**config.mk**
```make
export PLATFORM = sky130hd
export DESIGN_NAME = color_correction_matrix_3x3_flat
export DESIGN_NICKNAME = d
export VERILOG_FILES = /design/src/hdl/ccm_pkg.sv /design/src/hdl/ccm_if.sv /design/src/hdl/ccm_lane.sv /design/src/hdl/ccm_merge.sv /design/src/hdl/color_correction_matrix_3x3.sv /design/src/flat_wrapper.sv
export VERILOG_INCLUDE_DIRS = /design/src /design/src/hdl
export SDC_FILE = /design/constraint.sdc
export NUM_CORES = 2
export LEC_CHECK = 0
export BUFFER_PORTS_ARGS = -buffer_cell sky130_fd_sc_hd__buf_2
export CORE_AREA = 8 8 387 389
export DETAILED_ROUTE_END_ITERATION = 7
export DIE_AREA = 0 0 395 397
export PLACE_DENSITY = 0.66
export SLEW_MARGIN = 20
export SYNTH_ARGS = -nofsm -noshare
export SYNTH_HDL_FRONTEND = slang
export SYNTH_HIERARCHICAL = 1
export SYNTH_SLANG_ARGS = --single-unit
```
**constraint.sdc**
```tcl
create_clock -name i_clk -period 15.41 [get_ports i_clk]
set_input_delay 3.082 -clock i_clk [delete_from_list [all_inputs] [get_ports i_clk]]
set_output_delay 3.082 -clock i_clk [all_outputs]
set_load 0.05 [all_outputs]
```
**src/hdl/color_correction_matrix_3x3_defines.svh**
```systemverilog
// Assertion macros used by the color correction matrix merge RTL.
`ifndef COLOR_CORRECTION_MATRIX_3X3_DEFINES_SVH
`define COLOR_CORRECTION_MATRIX_3X3_DEFINES_SVH

// Same-cycle implication, disabled while reset is asserted.
`define CCM_ASSERT_IMPL(lbl, clk, rst_n, ante, cons, msg) \
    lbl: assert property (@(posedge clk) disable iff (!(rst_n)) (ante) |-> (cons)) \
        else $error(msg);

// Next-cycle implication, disabled while reset is asserted.
`define CCM_ASSERT_NEXT(lbl, clk, rst_n, ante, cons, msg) \
    lbl: assert property (@(posedge clk) disable iff (!(rst_n)) (ante) |=> (cons)) \
        else $error(msg);

`endif

```
**src/hdl/ccm_pkg.sv**
```systemverilog
package ccm_pkg;

    // Field widths fixed by the pixel and register formats.
    localparam int PIX_W       = 8;
    localparam int NUM_CH      = 3;
    localparam int COEF_W      = 16;
    localparam int CFG_DATA_W  = NUM_CH * COEF_W;
    localparam int CFG_IDX_W   = 8;
    localparam int MASK_W      = NUM_CH;
    localparam int TOTAL_W     = 32;

    // One product is 9 bits unsigned-as-signed times a 16-bit coefficient.
    localparam int PROD_W      = PIX_W + 1 + COEF_W;
    // Three products need two more bits of headroom.
    localparam int SUM_W       = PROD_W + 2;

    // Parameter defaults.
    localparam int DEF_COEF_FRAC_BITS = 12;
    localparam int DEF_COUNT_WIDTH    = 32;

    // Register indexes of the configuration port.
    localparam logic [CFG_IDX_W-1:0] CFG_COEF_ROW0 = CFG_IDX_W'(0);
    localparam logic [CFG_IDX_W-1:0] CFG_COEF_ROW1 = CFG_IDX_W'(1);
    localparam logic [CFG_IDX_W-1:0] CFG_COEF_ROW2 = CFG_IDX_W'(2);

    // Reset values give the identity matrix in Q4.12.
    localparam logic [CFG_DATA_W-1:0] COEF_ROW0_RST = CFG_DATA_W'(48'h0000_0000_1000);
    localparam logic [CFG_DATA_W-1:0] COEF_ROW1_RST = CFG_DATA_W'(48'h0000_1000_0000);
    localparam logic [CFG_DATA_W-1:0] COEF_ROW2_RST = CFG_DATA_W'(48'h1000_0000_0000);

    typedef logic [PIX_W-1:0]         t_pix;
    typedef logic signed [COEF_W-1:0] t_coef;
    typedef logic signed [PROD_W-1:0] t_prod;
    typedef logic signed [SUM_W-1:0]  t_sum;
    typedef logic [CFG_DATA_W-1:0]    t_coef_row;

    // Pipeline load enables handed to each lane.
    typedef struct packed {
        logic en_mul;
        logic en_sum;
    } t_lane_ctrl;

    // What one lane produces for its output channel.
    typedef struct packed {
        t_pix val;
        logic hi;
        logic lo;
    } t_lane_res;

endpackage

```
**src/hdl/ccm_if.sv**
```systemverilog
// Pixel input channel.
interface ccm_pix_if;
    import ccm_pkg::*;

    logic valid;
    logic ready;
    t_pix in_ch0;
    t_pix in_ch1;
    t_pix in_ch2;

    modport source (output valid, output in_ch0, output in_ch1, output in_ch2, input ready);
    modport sink   (input valid, input in_ch0, input in_ch1, input in_ch2, output ready);
endinterface

// Corrected pixel result channel.
interface ccm_res_if;
    import ccm_pkg::*;

    logic                valid;
    logic                ready;
    t_pix                out_ch0;
    t_pix                out_ch1;
    t_pix                out_ch2;
    logic [MASK_W-1:0]   high_mask;
    logic [MASK_W-1:0]   low_mask;
    logic [TOTAL_W-1:0]  high_total;
    logic [TOTAL_W-1:0]  low_total;

    modport source (output valid, output out_ch0, output out_ch1, output out_ch2,
                    output high_mask, output low_mask, output high_total,
                    output low_total, input ready);
    modport sink   (input valid, input out_ch0, input out_ch1, input out_ch2,
                    input high_mask, input low_mask, input high_total,
                    input low_total, output ready);
endinterface

// Register write channel.
interface ccm_cfg_if;
    import ccm_pkg::*;

    logic                  valid;
    logic                  ready;
    logic [CFG_IDX_W-1:0]  index;
    logic [CFG_DATA_W-1:0] data;

    modport source (output valid, output index, output data, input ready);
    modport sink   (input valid, input index, input data, output ready);
endinterface

```
**src/hdl/ccm_lane.sv**
```systemverilog
module ccm_lane #(
    parameter int COEF_FRAC_BITS = ccm_pkg::DEF_COEF_FRAC_BITS
) (
    input  logic                  i_clk,
    input  ccm_pkg::t_lane_ctrl   i_ctrl,
    input  ccm_pkg::t_pix         i_pix  [ccm_pkg::NUM_CH],
    input  ccm_pkg::t_coef        i_coef [ccm_pkg::NUM_CH],
    output ccm_pkg::t_lane_res    o_res
);
    import ccm_pkg::*;

    // Largest in-range sum: 255.0 in the coefficient's fixed-point scale.
    localparam t_sum TOP = t_sum'(255) <<< COEF_FRAC_BITS;

    t_prod     r_prod [NUM_CH];
    t_lane_res r_res;
    t_sum      w_sum;
    t_lane_res n_res;

    // Stage one: one multiplier per input channel.
    always_ff @(posedge i_clk) begin
        if (i_ctrl.en_mul) begin
            for (int j = 0; j < NUM_CH; j++) begin
                r_prod[j] <= t_prod'($signed({1'b0, i_pix[j]})) * t_prod'(i_coef[j]);
            end
        end
    end

    // Stage two: sum, floor and clamp.
    always_comb begin
        w_sum = t_sum'(r_prod[0]) + t_sum'(r_prod[1]) + t_sum'(r_prod[2]);
        n_res.hi  = 1'b0;
        n_res.lo  = 1'b0;
        n_res.val = PIX_W'(w_sum >>> COEF_FRAC_BITS);
        if (w_sum > TOP) begin
            n_res.hi  = 1'b1;
            n_res.val = '1;
        end else if (w_sum < 0) begin
            n_res.lo  = 1'b1;
            n_res.val = '0;
        end
    end

    always_ff @(posedge i_clk) begin
        if (i_ctrl.en_sum) begin
            r_res <= n_res;
        end
    end

    assign o_res = r_res;

endmodule

```
**src/hdl/ccm_merge.sv**
```systemverilog
`include "color_correction_matrix_3x3_defines.svh"

module ccm_merge #(
    parameter int COUNT_WIDTH = ccm_pkg::DEF_COUNT_WIDTH
) (
    input  logic                  i_clk,
    input  logic                  i_rst_n,
    input  logic                  i_valid,
    output logic                  o_take,
    input  ccm_pkg::t_lane_res    i_lane [ccm_pkg::NUM_CH],
    ccm_res_if.source             o_res
);
    import ccm_pkg::*;

    localparam int EXT_W = COUNT_WIDTH + TOTAL_W;

    logic                   r_valid;
    t_lane_res              r_out [NUM_CH];
    logic [COUNT_WIDTH-1:0] r_high_cnt;
    logic [COUNT_WIDTH-1:0] r_low_cnt;
    logic [COUNT_WIDTH-1:0] n_high_cnt;
    logic [COUNT_WIDTH-1:0] n_low_cnt;
    logic [1:0]             w_high_inc;
    logic [1:0]             w_low_inc;
    logic [COUNT_WIDTH:0]   w_high_sum;
    logic [COUNT_WIDTH:0]   w_low_sum;
    logic [MASK_W-1:0]      w_hmask;
    logic [MASK_W-1:0]      w_lmask;
    logic [EXT_W-1:0]       w_high_ext;
    logic [EXT_W-1:0]       w_low_ext;

    // The output register takes a new result when it is empty or being drained.
    assign o_take = !r_valid || o_res.ready;

    // Count the clipped channels of the incoming pixel and saturate.
    always_comb begin
        w_high_inc = 2'(i_lane[0].hi) + 2'(i_lane[1].hi) + 2'(i_lane[2].hi);
        w_low_inc  = 2'(i_lane[0].lo) + 2'(i_lane[1].lo) + 2'(i_lane[2].lo);
        w_high_sum = {1'b0, r_high_cnt} + (COUNT_WIDTH+1)'(w_high_inc);
        w_low_sum  = {1'b0, r_low_cnt} + (COUNT_WIDTH+1)'(w_low_inc);
        n_high_cnt = w_high_sum[COUNT_WIDTH] ? '1 : w_high_sum[COUNT_WIDTH-1:0];
        n_low_cnt  = w_low_sum[COUNT_WIDTH] ? '1 : w_low_sum[COUNT_WIDTH-1:0];
    end

    // Output register and running totals.
    always_ff @(posedge i_clk) begin
        if (!i_rst_n) begin
            r_valid    <= 1'b0;
            r_high_cnt <= '0;
            r_low_cnt  <= '0;
        end else if (o_take) begin
            r_valid <= i_valid;
            if (i_valid) begin
                r_high_cnt <= n_high_cnt;
                r_low_cnt  <= n_low_cnt;
            end
        end
    end

    always_ff @(posedge i_clk) begin
        if (o_take && i_valid) begin
            r_out <= i_lane;
        end
    end

    // Drive the result channel.
    always_comb begin
        w_hmask    = {r_out[2].hi, r_out[1].hi, r_out[0].hi};
        w_lmask    = {r_out[2].lo, r_out[1].lo, r_out[0].lo};
        w_high_ext = EXT_W'(r_high_cnt);
        w_low_ext  = EXT_W'(r_low_cnt);
    end

    assign o_res.valid      = r_valid;
    assign o_res.out_ch0    = r_out[0].val;
    assign o_res.out_ch1    = r_out[1].val;
    assign o_res.out_ch2    = r_out[2].val;
    assign o_res.high_mask  = w_hmask;
    assign o_res.low_mask   = w_lmask;
    assign o_res.high_total = w_high_ext[TOTAL_W-1:0];
    assign o_res.low_total  = w_low_ext[TOTAL_W-1:0];

    // Counters move only when a result enters the output register.
    `CCM_ASSERT_NEXT(a_cnt_hold, i_clk, i_rst_n, !o_take, $stable(r_high_cnt) && $stable(r_low_cnt), "clip counter moved while stalled")
    // Counters never go down outside reset.
    `CCM_ASSERT_NEXT(a_cnt_mono, i_clk, i_rst_n, 1'b1, (r_high_cnt >= $past(r_high_cnt)) && (r_low_cnt >= $past(r_low_cnt)), "clip counter decreased")
    // A channel cannot be clipped high and low at once.
    `CCM_ASSERT_IMPL(a_clip_excl, i_clk, i_rst_n, r_valid, (w_hmask & w_lmask) == '0, "channel clipped both ways")
    // A high-clipped channel 0 reads full scale.
    `CCM_ASSERT_IMPL(a_clip_val, i_clk, i_rst_n, r_valid && r_out[0].hi, r_out[0].val == '1, "high clip without full scale")

endmodule

```
**src/hdl/color_correction_matrix_3x3.sv**
```systemverilog
// A pixel passes the lane multiply register, the lane sum register and the merge output register.
// Throughput: one pixel per cycle; three multiplier lanes and a merge register.
// Stalls on the result side back up through the two lane stages to the input.
// Reset (synchronous, active low) clears the pipeline, zeros both clip counters
// and loads the identity matrix into the coefficient registers.
module color_correction_matrix_3x3 #(
    parameter int COEF_FRAC_BITS = ccm_pkg::DEF_COEF_FRAC_BITS,
    parameter int COUNT_WIDTH    = ccm_pkg::DEF_COUNT_WIDTH
) (
    input  logic       i_clk,
    input  logic       i_rst_n,
    ccm_pix_if.sink    i_pix,
    ccm_cfg_if.sink    i_cfg,
    ccm_res_if.source  o_res
);
    import ccm_pkg::*;

    t_coef_row   r_coef_row [NUM_CH];
    logic        r_s1_valid;
    logic        r_s2_valid;
    logic        w_take;
    logic        w_s2_free;
    logic        w_s1_free;
    t_lane_ctrl  w_ctrl;
    t_pix        w_pix [NUM_CH];
    t_lane_res   w_lane [NUM_CH];

    // Coefficient registers; writes are always taken.
    assign i_cfg.ready = 1'b1;

    always_ff @(posedge i_clk) begin
        if (!i_rst_n) begin
            r_coef_row[0] <= COEF_ROW0_RST;
            r_coef_row[1] <= COEF_ROW1_RST;
            r_coef_row[2] <= COEF_ROW2_RST;
        end else if (i_cfg.valid) begin
            unique case (i_cfg.index)
                CFG_COEF_ROW0: r_coef_row[0] <= i_cfg.data;
                CFG_COEF_ROW1: r_coef_row[1] <= i_cfg.data;
                CFG_COEF_ROW2: r_coef_row[2] <= i_cfg.data;
                default: ;
            endcase
        end
    end

    // Pipeline flow control: a stage loads when it is empty or moving on.
    assign w_s2_free   = !r_s2_valid || w_take;
    assign w_s1_free   = !r_s1_valid || w_s2_free;
    assign w_ctrl      = '{en_mul: w_s1_free, en_sum: w_s2_free};
    assign i_pix.ready = w_s1_free;

    always_ff @(posedge i_clk) begin
        if (!i_rst_n) begin
            r_s1_valid <= 1'b0;
            r_s2_valid <= 1'b0;
        end else begin
            if (w_s1_free) begin
                r_s1_valid <= i_pix.valid;
            end
            if (w_s2_free) begin
                r_s2_valid <= r_s1_valid;
            end
        end
    end

    assign w_pix[0] = i_pix.in_ch0;
    assign w_pix[1] = i_pix.in_ch1;
    assign w_pix[2] = i_pix.in_ch2;

    // One lane per output channel, fed by that channel's matrix column.
    for (genvar k = 0; k < NUM_CH; k++) begin : g_lane
        t_coef w_col [NUM_CH];

        for (genvar j = 0; j < NUM_CH; j++) begin : g_col
            assign w_col[j] = t_coef'(r_coef_row[j][k*COEF_W +: COEF_W]);
        end

        ccm_lane #(
            .COEF_FRAC_BITS (COEF_FRAC_BITS)
        ) u_lane (
            .i_clk  (i_clk),
            .i_ctrl (w_ctrl),
            .i_pix  (w_pix),
            .i_coef (w_col),
            .o_res  (w_lane[k])
        );
    end

    // Merge lane results, update clip totals and hold the result.
    ccm_merge #(
        .COUNT_WIDTH (COUNT_WIDTH)
    ) u_merge (
        .i_clk   (i_clk),
        .i_rst_n (i_rst_n),
        .i_valid (r_s2_valid),
        .o_take  (w_take),
        .i_lane  (w_lane),
        .o_res   (o_res)
    );

endmodule

```
**src/flat_wrapper.sv**
```systemverilog
// flat-port wrapper written by rule: the top's interface ports become plain ports
module color_correction_matrix_3x3_flat import ccm_pkg::*;
#(
    parameter int COEF_FRAC_BITS = ccm_pkg::DEF_COEF_FRAC_BITS,
    parameter int COUNT_WIDTH    = ccm_pkg::DEF_COUNT_WIDTH
)
  (i_clk, i_rst_n, i_pix_valid, i_pix_in_ch0, i_pix_in_ch1, i_pix_in_ch2, i_pix_ready, i_cfg_valid, i_cfg_index, i_cfg_data, i_cfg_ready, o_res_valid, o_res_out_ch0, o_res_out_ch1, o_res_out_ch2, o_res_high_mask, o_res_low_mask, o_res_high_total, o_res_low_total, o_res_ready);
  ccm_pix_if i_pix_i ();
  ccm_cfg_if i_cfg_i ();
  ccm_res_if o_res_i ();
  input  logic i_clk;
  input  logic i_rst_n;
  input wire logic [$bits(i_pix_i.valid)-1:0] i_pix_valid;
  input wire logic [$bits(i_pix_i.in_ch0)-1:0] i_pix_in_ch0;
  input wire logic [$bits(i_pix_i.in_ch1)-1:0] i_pix_in_ch1;
  input wire logic [$bits(i_pix_i.in_ch2)-1:0] i_pix_in_ch2;
  output wire logic [$bits(i_pix_i.ready)-1:0] i_pix_ready;
  input wire logic [$bits(i_cfg_i.valid)-1:0] i_cfg_valid;
  input wire logic [$bits(i_cfg_i.index)-1:0] i_cfg_index;
  input wire logic [$bits(i_cfg_i.data)-1:0] i_cfg_data;
  output wire logic [$bits(i_cfg_i.ready)-1:0] i_cfg_ready;
  output wire logic [$bits(o_res_i.valid)-1:0] o_res_valid;
  output wire logic [$bits(o_res_i.out_ch0)-1:0] o_res_out_ch0;
  output wire logic [$bits(o_res_i.out_ch1)-1:0] o_res_out_ch1;
  output wire logic [$bits(o_res_i.out_ch2)-1:0] o_res_out_ch2;
  output wire logic [$bits(o_res_i.high_mask)-1:0] o_res_high_mask;
  output wire logic [$bits(o_res_i.low_mask)-1:0] o_res_low_mask;
  output wire logic [$bits(o_res_i.high_total)-1:0] o_res_high_total;
  output wire logic [$bits(o_res_i.low_total)-1:0] o_res_low_total;
  input wire logic [$bits(o_res_i.ready)-1:0] o_res_ready;
  assign i_pix_i.valid = i_pix_valid;
  assign i_pix_i.in_ch0 = i_pix_in_ch0;
  assign i_pix_i.in_ch1 = i_pix_in_ch1;
  assign i_pix_i.in_ch2 = i_pix_in_ch2;
  assign i_pix_ready = i_pix_i.ready;
  assign i_cfg_i.valid = i_cfg_valid;
  assign i_cfg_i.index = i_cfg_index;
  assign i_cfg_i.data = i_cfg_data;
  assign i_cfg_ready = i_cfg_i.ready;
  assign o_res_valid = o_res_i.valid;
  assign o_res_out_ch0 = o_res_i.out_ch0;
  assign o_res_out_ch1 = o_res_i.out_ch1;
  assign o_res_out_ch2 = o_res_i.out_ch2;
  assign o_res_high_mask = o_res_i.high_mask;
  assign o_res_low_mask = o_res_i.low_mask;
  assign o_res_high_total = o_res_i.high_total;
  assign o_res_low_total = o_res_i.low_total;
  assign o_res_i.ready = o_res_ready;
  color_correction_matrix_3x3 #(.COEF_FRAC_BITS(COEF_FRAC_BITS), .COUNT_WIDTH(COUNT_WIDTH)) u_core (.i_clk(i_clk), .i_rst_n(i_rst_n), .i_pix(i_pix_i), .i_cfg(i_cfg_i), .o_res(o_res_i));
endmodule
```
Yosys cells after proc, flatten, opt, wreduce, memory -nomap -nowiden
Memories as Yosys holds them, arrays and structs flattened. Cells that the tools add are included.

Register bits: 127. RAM bits: 369. Bits of input ports: 85. Output and inout port bits: 97. Memories: 4.

$add $sub $neg: 12. Multiply operators: 9. $lt $le $gt $ge: 6. Eq/ne operators: 2. Multiplexer cells: 29. Bitwise operators: 3. Reductions and logical operators: 9.

Memory list: u_core.r_coef_row (words 3, width 48, read ports 3, clocked after memory_dff 0, wr ports 3, line color_correction_matrix_3x3.sv:18) `t_coef_row r_coef_row [NUM_CH];`; u_core.g_lane[0].u_lane.r_prod (words 3, width 25, read ports 3, clocked after memory_dff 0, wr ports 3, line ccm_lane.sv:15) `t_prod r_prod [NUM_CH];`; u_core.g_lane[1].u_lane.r_prod (words 3, width 25, read ports 3, clocked after memory_dff 0, wr ports 3, line ccm_lane.sv:15); u_core.g_lane[2].u_lane.r_prod (words 3, width 25, read ports 3, clocked after memory_dff 0, wr ports 3, line ccm_lane.sv:15).

Operator list (count): multiplier 9 x 16 -> 25 bit (9); two-way mux 48 bit (3); adder 26 x 25 -> 27 bit (3); > comparator 27 x 21 -> 1 bit (second input constant) (3); < comparator 27 x 1 -> 1 bit (second input constant) (3); adder 25 x 25 -> 26 bit (3); adder 32 x 2 -> 33 bit (2); two-way mux 32 bit (2); two-way mux 8 bit (3); two-way mux 1 bit (21); == test 8 x 1 -> 1 bit (second input constant) (1); == test 8 x 2 -> 1 bit (second input constant) (1); zero test 8 bit (1); adder 1 x 1 -> 2 bit (2); adder 2 x 1 -> 2 bit (2); zero test 1 bit (3); logical OR 1 bit (3); OR 1 bit (3); AND reduction 2 bit (1); logical AND 1 bit (1).

Longest topological paths before layout
Depth after elaboration: 6. Gate-level depth with buffers: 20. Mapped depth without buffers: 19.

Cells and area by module
Netlist, hierarchy kept.

Modules (own cells, without submodules): ccm_lane (u_core.g_lane[1].u_lane) (instances 1, cells each 1948, area each 18307.6 µm², sequential area each 2552.4 µm²); ccm_lane (u_core.g_lane[2].u_lane) (instances 1, cells each 1943, area each 18303.8 µm², sequential area each 2552.4 µm²); ccm_lane (u_core.g_lane[0].u_lane) (instances 1, cells each 1913, area each 18174.9 µm², sequential area each 2552.4 µm²); color_correction_matrix_3x3 (instances 1, cells each 278, area each 5053.6 µm², sequential area each 4364.2 µm²); ccm_merge (instances 1, cells each 397, area each 4137.7 µm², sequential area each 2202.1 µm²).

Worst setup path after synthesis
OpenSTA, ideal clock, no wires.

Path kind: input -> output. Start point: in o_res_ready. End point: out i_pix_ready. Arrival: 8202 ps. Slack: 4126 ps. Cell stages on the path: 5. Cells stage by stage: nor2b_1 -> clkbuf_1 -> inv_1 -> and3b_1 -> inv_1.

Word-level cells in the longest chain between the ends: 3.

RTL lines: start: declaration (line flat_wrapper.sv:30) `input wire logic [$bits(o_res_i.ready)-1:0] o_res_ready;`; logical OR 1 bit (line ccm_merge.sv:33) `assign o_take = !r_valid || o_res.ready;`; net u_core.w_take (line color_correction_matrix_3x3.sv:21) `logic w_take;`; logical OR 1 bit (line color_correction_matrix_3x3.sv:47) `assign w_s2_free = !r_s2_valid || w_take;`; logical OR 1 bit (line color_correction_matrix_3x3.sv:48) `assign w_s1_free = !r_s1_valid || w_s2_free;`; end: declaration (line flat_wrapper.sv:17) `output wire logic [$bits(i_pix_i.ready)-1:0] i_pix_ready;`.

The timed path passes the listed nets, and every way through them passes these cells.

==> flow_metrics.env <==
export IMPL_first_global_vias=48000
export IMPL_synth_async_reset_ratio_pct=0
export IMPL_max_slew_vio_count=0
export IMPL_worst_ir_drop_vdd_uv=203
export IMPL_start_kind="primary input"
export IMPL_worstSetupEndpointType="flip-flop"
export IMPL_cts_tree="done"
export IMPL_cts_reportedPaths_clkPinSlew_ns=0.06
export IMPL_tightest_slew_ns=1.13
export IMPL_fin_tns_setup_ns=0
export IMPL_drt_antenna_violating_nets=0
export IMPL_grt_max_degree=92
export IMPL_core_outline_area_sq_um=144000
export IMPL_design_die_area_sq_um=157000
export IMPL_postSynth_topFlopCell="sky130_fd_sc_hd__edfxtp_1"
export IMPL_hpwlAfterDp_microns=123000
export IMPL_reg2reg_from="u_core/r_coef_row[0][68]"
export IMPL_final_design_area_no_fill_sq_um=69500
export IMPL_hold_wc_startpoint="u_core/g_lane[1].u_lane/o_res[3]"
export IMPL_worst_setup_path_startpoint="i_pix_in_ch1[0]"
export IMPL_worstPathRequired_ns=15.81
export IMPL_gp_routability_congestion=0.873
export IMPL_synth_seq_area_share_pct=22.2
export IMPL_synthToLayoutAreaGrowth_pct=8.67
export IMPL_drive_above_1_share_pct=6.16
export IMPL_die_width_microns=395
export IMPL_post_synth_cell_area_avg_sq_um=9.87
export IMPL_grt_ovfl_total=0
export IMPL_fmax_mhz=121
export IMPL_die_h_microns=397
export IMPL_drc_errors=0
export IMPL_cp_data_arrival_time_ns=8.69
export IMPL_utilization_pct=48.2
export IMPL_flops_latches_synth=496
export IMPL_min_delay_worst_endpoint="u_core/u_merge/o_res.out_ch1[1]"
export IMPL_max_cap_violations=0
export IMPL_postCtsSetupBuffers=0
export IMPL_detail_route_wirelength_microns=156000
export IMPL_post_place_cells=8498
export IMPL_finalNonFillerCells=8624
export IMPL_avgRoutedWirePerCell_microns=18.1
export IMPL_detailedRoute_firstIterationViolations=2329
export IMPL_cts_resized=0
export IMPL_initial_utilization_pct=44.4
export IMPL_r2r_end="u_core/g_lane[1].u_lane/r_prod[0][49]"
export IMPL_post_synth_inst_count=6479
export IMPL_grt_setup_unrepaired="no"
export IMPL_clock_root_buffer="sky130_fd_sc_hd__clkbuf_16"
export IMPL_final_setup_viol_count=0
export IMPL_clk_lat_worst_skew_ns=0.67
export IMPL_cts_htree_levels=3
export IMPL_cts_buffers_inserted=66
export IMPL_timing_reg2reg_worst_path_depth=19
export IMPL_grt_first_pass_wirelength_microns=253000
export IMPL_register_area_sq_um=14200
export IMPL_post_synth_instance_area_sq_um=64000
export IMPL_synth_edff_count=429
export IMPL_design_power_total_mw=15.6
export IMPL_critical_path_peak_fanout=48
export IMPL_ioPinCount=182
export IMPL_period_share_pct=53.8
export IMPL_final_setup_worst_slack_ns=7.12
export IMPL_status="finished clean"
export IMPL_avg_vias_per_cell=5.21
export IMPL_clock_path_buffers=3
export IMPL_placed_cell_area_sq_um=67200
export IMPL_timing_final_hold_violations=0
export IMPL_p_leak_nw=33.4
export IMPL_fillCellCount=13300
export IMPL_yosysWarnings=6
export IMPL_rows=140
export IMPL_timing_setup_critical_path_class="primary input to flip-flop"
export IMPL_final_period_minus_worst_setup_slack_ns=8.29
export IMPL_register_to_register_path_setup_slack_ns=9.62
export IMPL_syn_nets=8093
export IMPL_dpl_worst_slack_ns=6.48
export IMPL_port_buffer_count=180
export IMPL_worstHoldPathType="flip-flop to flip-flop"
export IMPL_antenna_found_initial=12
export IMPL_multiInputGateArea_sq_um=44000
export IMPL_nNetsFinal=8264
export IMPL_cts_sinks=496
export IMPL_power_density_cell_area_nw_per_um2=225
export IMPL_hold_slack_ns=0.417
export IMPL_detailedRoute_firstPassIterationCount=7
export IMPL_grt_total_usage_pct=20.0
export IMPL_via_count=44900
export IMPL_hold_path_stages=0
export IMPL_final_setup_skew_ns=0.0467
export IMPL_synthDistinctLibCells=103
export IMPL_timing_max_slew_rel_slack_pct=24.1
export IMPL_cts_hold_fix_buffers=0
[flip-flops by register name (all words and copies together), names as in the netlist]
| signal | count |
|---|---|
| u_core/r_s2_valid | 1 |
| u_core/u_merge/o_res.low_mask | 3 |
| u_core/u_merge/o_res.out_ch1 | 8 |
| u_core/u_merge/o_res.valid | 1 |
| u_core/u_merge/o_res.out_ch2 | 8 |
| u_core/u_merge/o_res.low_total | 32 |
| u_core/g_lane.u_lane/o_res | 30 |
| u_core/r_s1_valid | 1 |
| u_core/r_coef_row | 144 |
| u_core/u_merge/o_res.high_total | 32 |
| u_core/g_lane.u_lane/r_prod | 225 |
| u_core/u_merge/o_res.high_mask | 3 |
| u_core/u_merge/o_res.out_ch0 | 8 |
[cells in the mapped netlist, drive strengths merged, types with 10 or more instances]
| library cell | n | share of area (%) |
|---|---|---|
| nor4 | 67 | 0.71 |
| o31ai | 21 | 0.29 |
| o21a | 45 | 0.53 |
| nand4 | 41 | 0.40 |
| nor2b | 34 | 0.33 |
| a311oi | 10 | 0.14 |
| mux2i | 10 | 0.16 |
| or4 | 12 | 0.16 |
| or3 | 18 | 0.18 |
| nand2 | 619 | 3.6 |
| nor2 | 159 | 0.94 |
| o22ai | 10 | 0.11 |
| a21o | 60 | 0.70 |
| nand3b | 10 | 0.12 |
| nor3b | 10 | 0.12 |
| xnor2 | 197 | 2.7 |
| a2111oi | 10 | 0.16 |
| o21bai | 21 | 0.25 |
| o21ai | 106 | 0.83 |
| o41ai | 10 | 0.17 |
| a21oi | 231 | 1.8 |
| or2 | 22 | 0.22 |
| a41oi | 12 | 0.16 |
| xor2 | 75 | 1.0 |
| inv | 1442 | 8.5 |
| fa | 1000 | 31 |
| a31oi | 28 | 0.30 |
| and3 | 42 | 0.42 |
| a211oi | 35 | 0.47 |
| nor3 | 84 | 0.66 |
| buf | 14 | 0.14 |
| and2 | 663 | 6.5 |
| edfxtp | 429 | 20 |
| o211ai | 10 | 0.12 |
| ha | 529 | 10 |
| nand2b | 22 | 0.22 |
| clkbuf | 109 | 0.64 |
| nand3 | 68 | 0.54 |
| dfxtp | 67 | 2.1 |
[where the power goes]
part	internal, mW	switching (mW)
clock network	0.980	0.643
registers	2.29	0.309
logic	4.71	6.68
total	7.98	7.64
[how the worst max path moves through the flow]
stage               slack [ns]                                     to
floorplan                 4.13                            i_pix_ready
global placement          6.54  u_core/g_lane[1].u_lane/r_prod[0][49]
detailed placement        6.48  u_core/g_lane[2].u_lane/r_prod[0][74]
CTS                       7.21  u_core/g_lane[2].u_lane/r_prod[0][74]
global route              6.81  u_core/g_lane[1].u_lane/r_prod[0][49]
finish                    7.12  u_core/g_lane[1].u_lane/r_prod[0][49]
[kinds of logic (layout without fill, tap and decap cells)]
logic type                 count (synthesis)  in the layout  synth area share, %
and+or+nand+nor                         1905           1905                 15.6
adders and majority gates               1529           1529                 41.6
DFF                                      496            496                 22.2
buffers and inverters                   1565           1786                 9.24
xor gates and xnor gates                 272            272                 3.72
muxes                                     15             15                0.244
other                                      1              8              0.00586
AOI/OAI and AO/OA                        696            696                 7.29
[per-layer routing]
| metal | global-route usage (%) | up-vias | share of wire [%] |
|---|---|---|---|
| li1 | - | 20900 | - |
| met4 | 5.86 | 4 | 2.7 |
| met2 | 34.1 | 1117 | 48 |
| met3 | 3.67 | 226 | 5.9 |
| met1 | 26.0 | 22700 | 43 |
| met5 | 0 | - | 0.021 |
[area by class of cell]
| type | count | area share (%) |
|---|---|---|
| well taps | 1917 | 3.45 |
| clock inverters | 39 | 0.693 |
| multi-input cells | 4418 | 63.2 |
| inverters | 1442 | 7.80 |
| diodes | 7 | 0.0252 |
| repair buffers | 226 | 1.80 |
| flip-flops and latches | 496 | 20.5 |
| clock buffers | 79 | 2.55 |
[cells in the final DEF, fill, tap and decap left out, types with 19 or more instances in the layout]
cell	count
sky130_fd_sc_hd__inv_1	1440
sky130_fd_sc_hd__fa_1	1000
sky130_fd_sc_hd__and2_1	663
sky130_fd_sc_hd__nand2_1	618
sky130_fd_sc_hd__ha_1	529
sky130_fd_sc_hd__edfxtp_1	429
sky130_fd_sc_hd__a21oi_1	231
sky130_fd_sc_hd__xnor2_1	197
sky130_fd_sc_hd__buf_2	179
sky130_fd_sc_hd__nor2_1	157
sky130_fd_sc_hd__o21ai_0	99
sky130_fd_sc_hd__nor3_1	83
sky130_fd_sc_hd__xor2_1	75
sky130_fd_sc_hd__clkbuf_16	69
sky130_fd_sc_hd__nand3_1	67
sky130_fd_sc_hd__dfxtp_1	67
sky130_fd_sc_hd__a21o_1	60
sky130_fd_sc_hd__nor4_1	51
sky130_fd_sc_hd__buf_4	46
sky130_fd_sc_hd__o21a_1	45
sky130_fd_sc_hd__and3_1	41
sky130_fd_sc_hd__nand4_1	41
sky130_fd_sc_hd__nor2b_1	34
sky130_fd_sc_hd__a211oi_1	31
sky130_fd_sc_hd__a31oi_1	27
sky130_fd_sc_hd__nand2b_1	22
sky130_fd_sc_hd__o21bai_1	21
sky130_fd_sc_hd__or2_2	20
sky130_fd_sc_hd__o31ai_1	19
[critical path, cell delays in order]
cell	delay, ns
sky130_fd_sc_hd__buf_2	0.08
sky130_fd_sc_hd__buf_4	0.50
sky130_fd_sc_hd__nand2_1	0.17
sky130_fd_sc_hd__fa_1	0.56
sky130_fd_sc_hd__inv_1	0.04
sky130_fd_sc_hd__ha_1	0.27
sky130_fd_sc_hd__ha_1	0.28
sky130_fd_sc_hd__inv_1	0.05
sky130_fd_sc_hd__fa_1	0.49
sky130_fd_sc_hd__inv_1	0.05
sky130_fd_sc_hd__ha_1	0.21
sky130_fd_sc_hd__fa_1	0.46
sky130_fd_sc_hd__a21o_1	0.19
sky130_fd_sc_hd__a21oi_1	0.21
sky130_fd_sc_hd__nor2b_1	0.11
sky130_fd_sc_hd__o311ai_0	0.63
sky130_fd_sc_hd__and3_1	0.32
sky130_fd_sc_hd__o31ai_1	0.12
sky130_fd_sc_hd__o41ai_1	0.49
sky130_fd_sc_hd__mux2i_1	0.26
sky130_fd_sc_hd__nand4_1	0.09
Power figures use the tool's default switching activity.
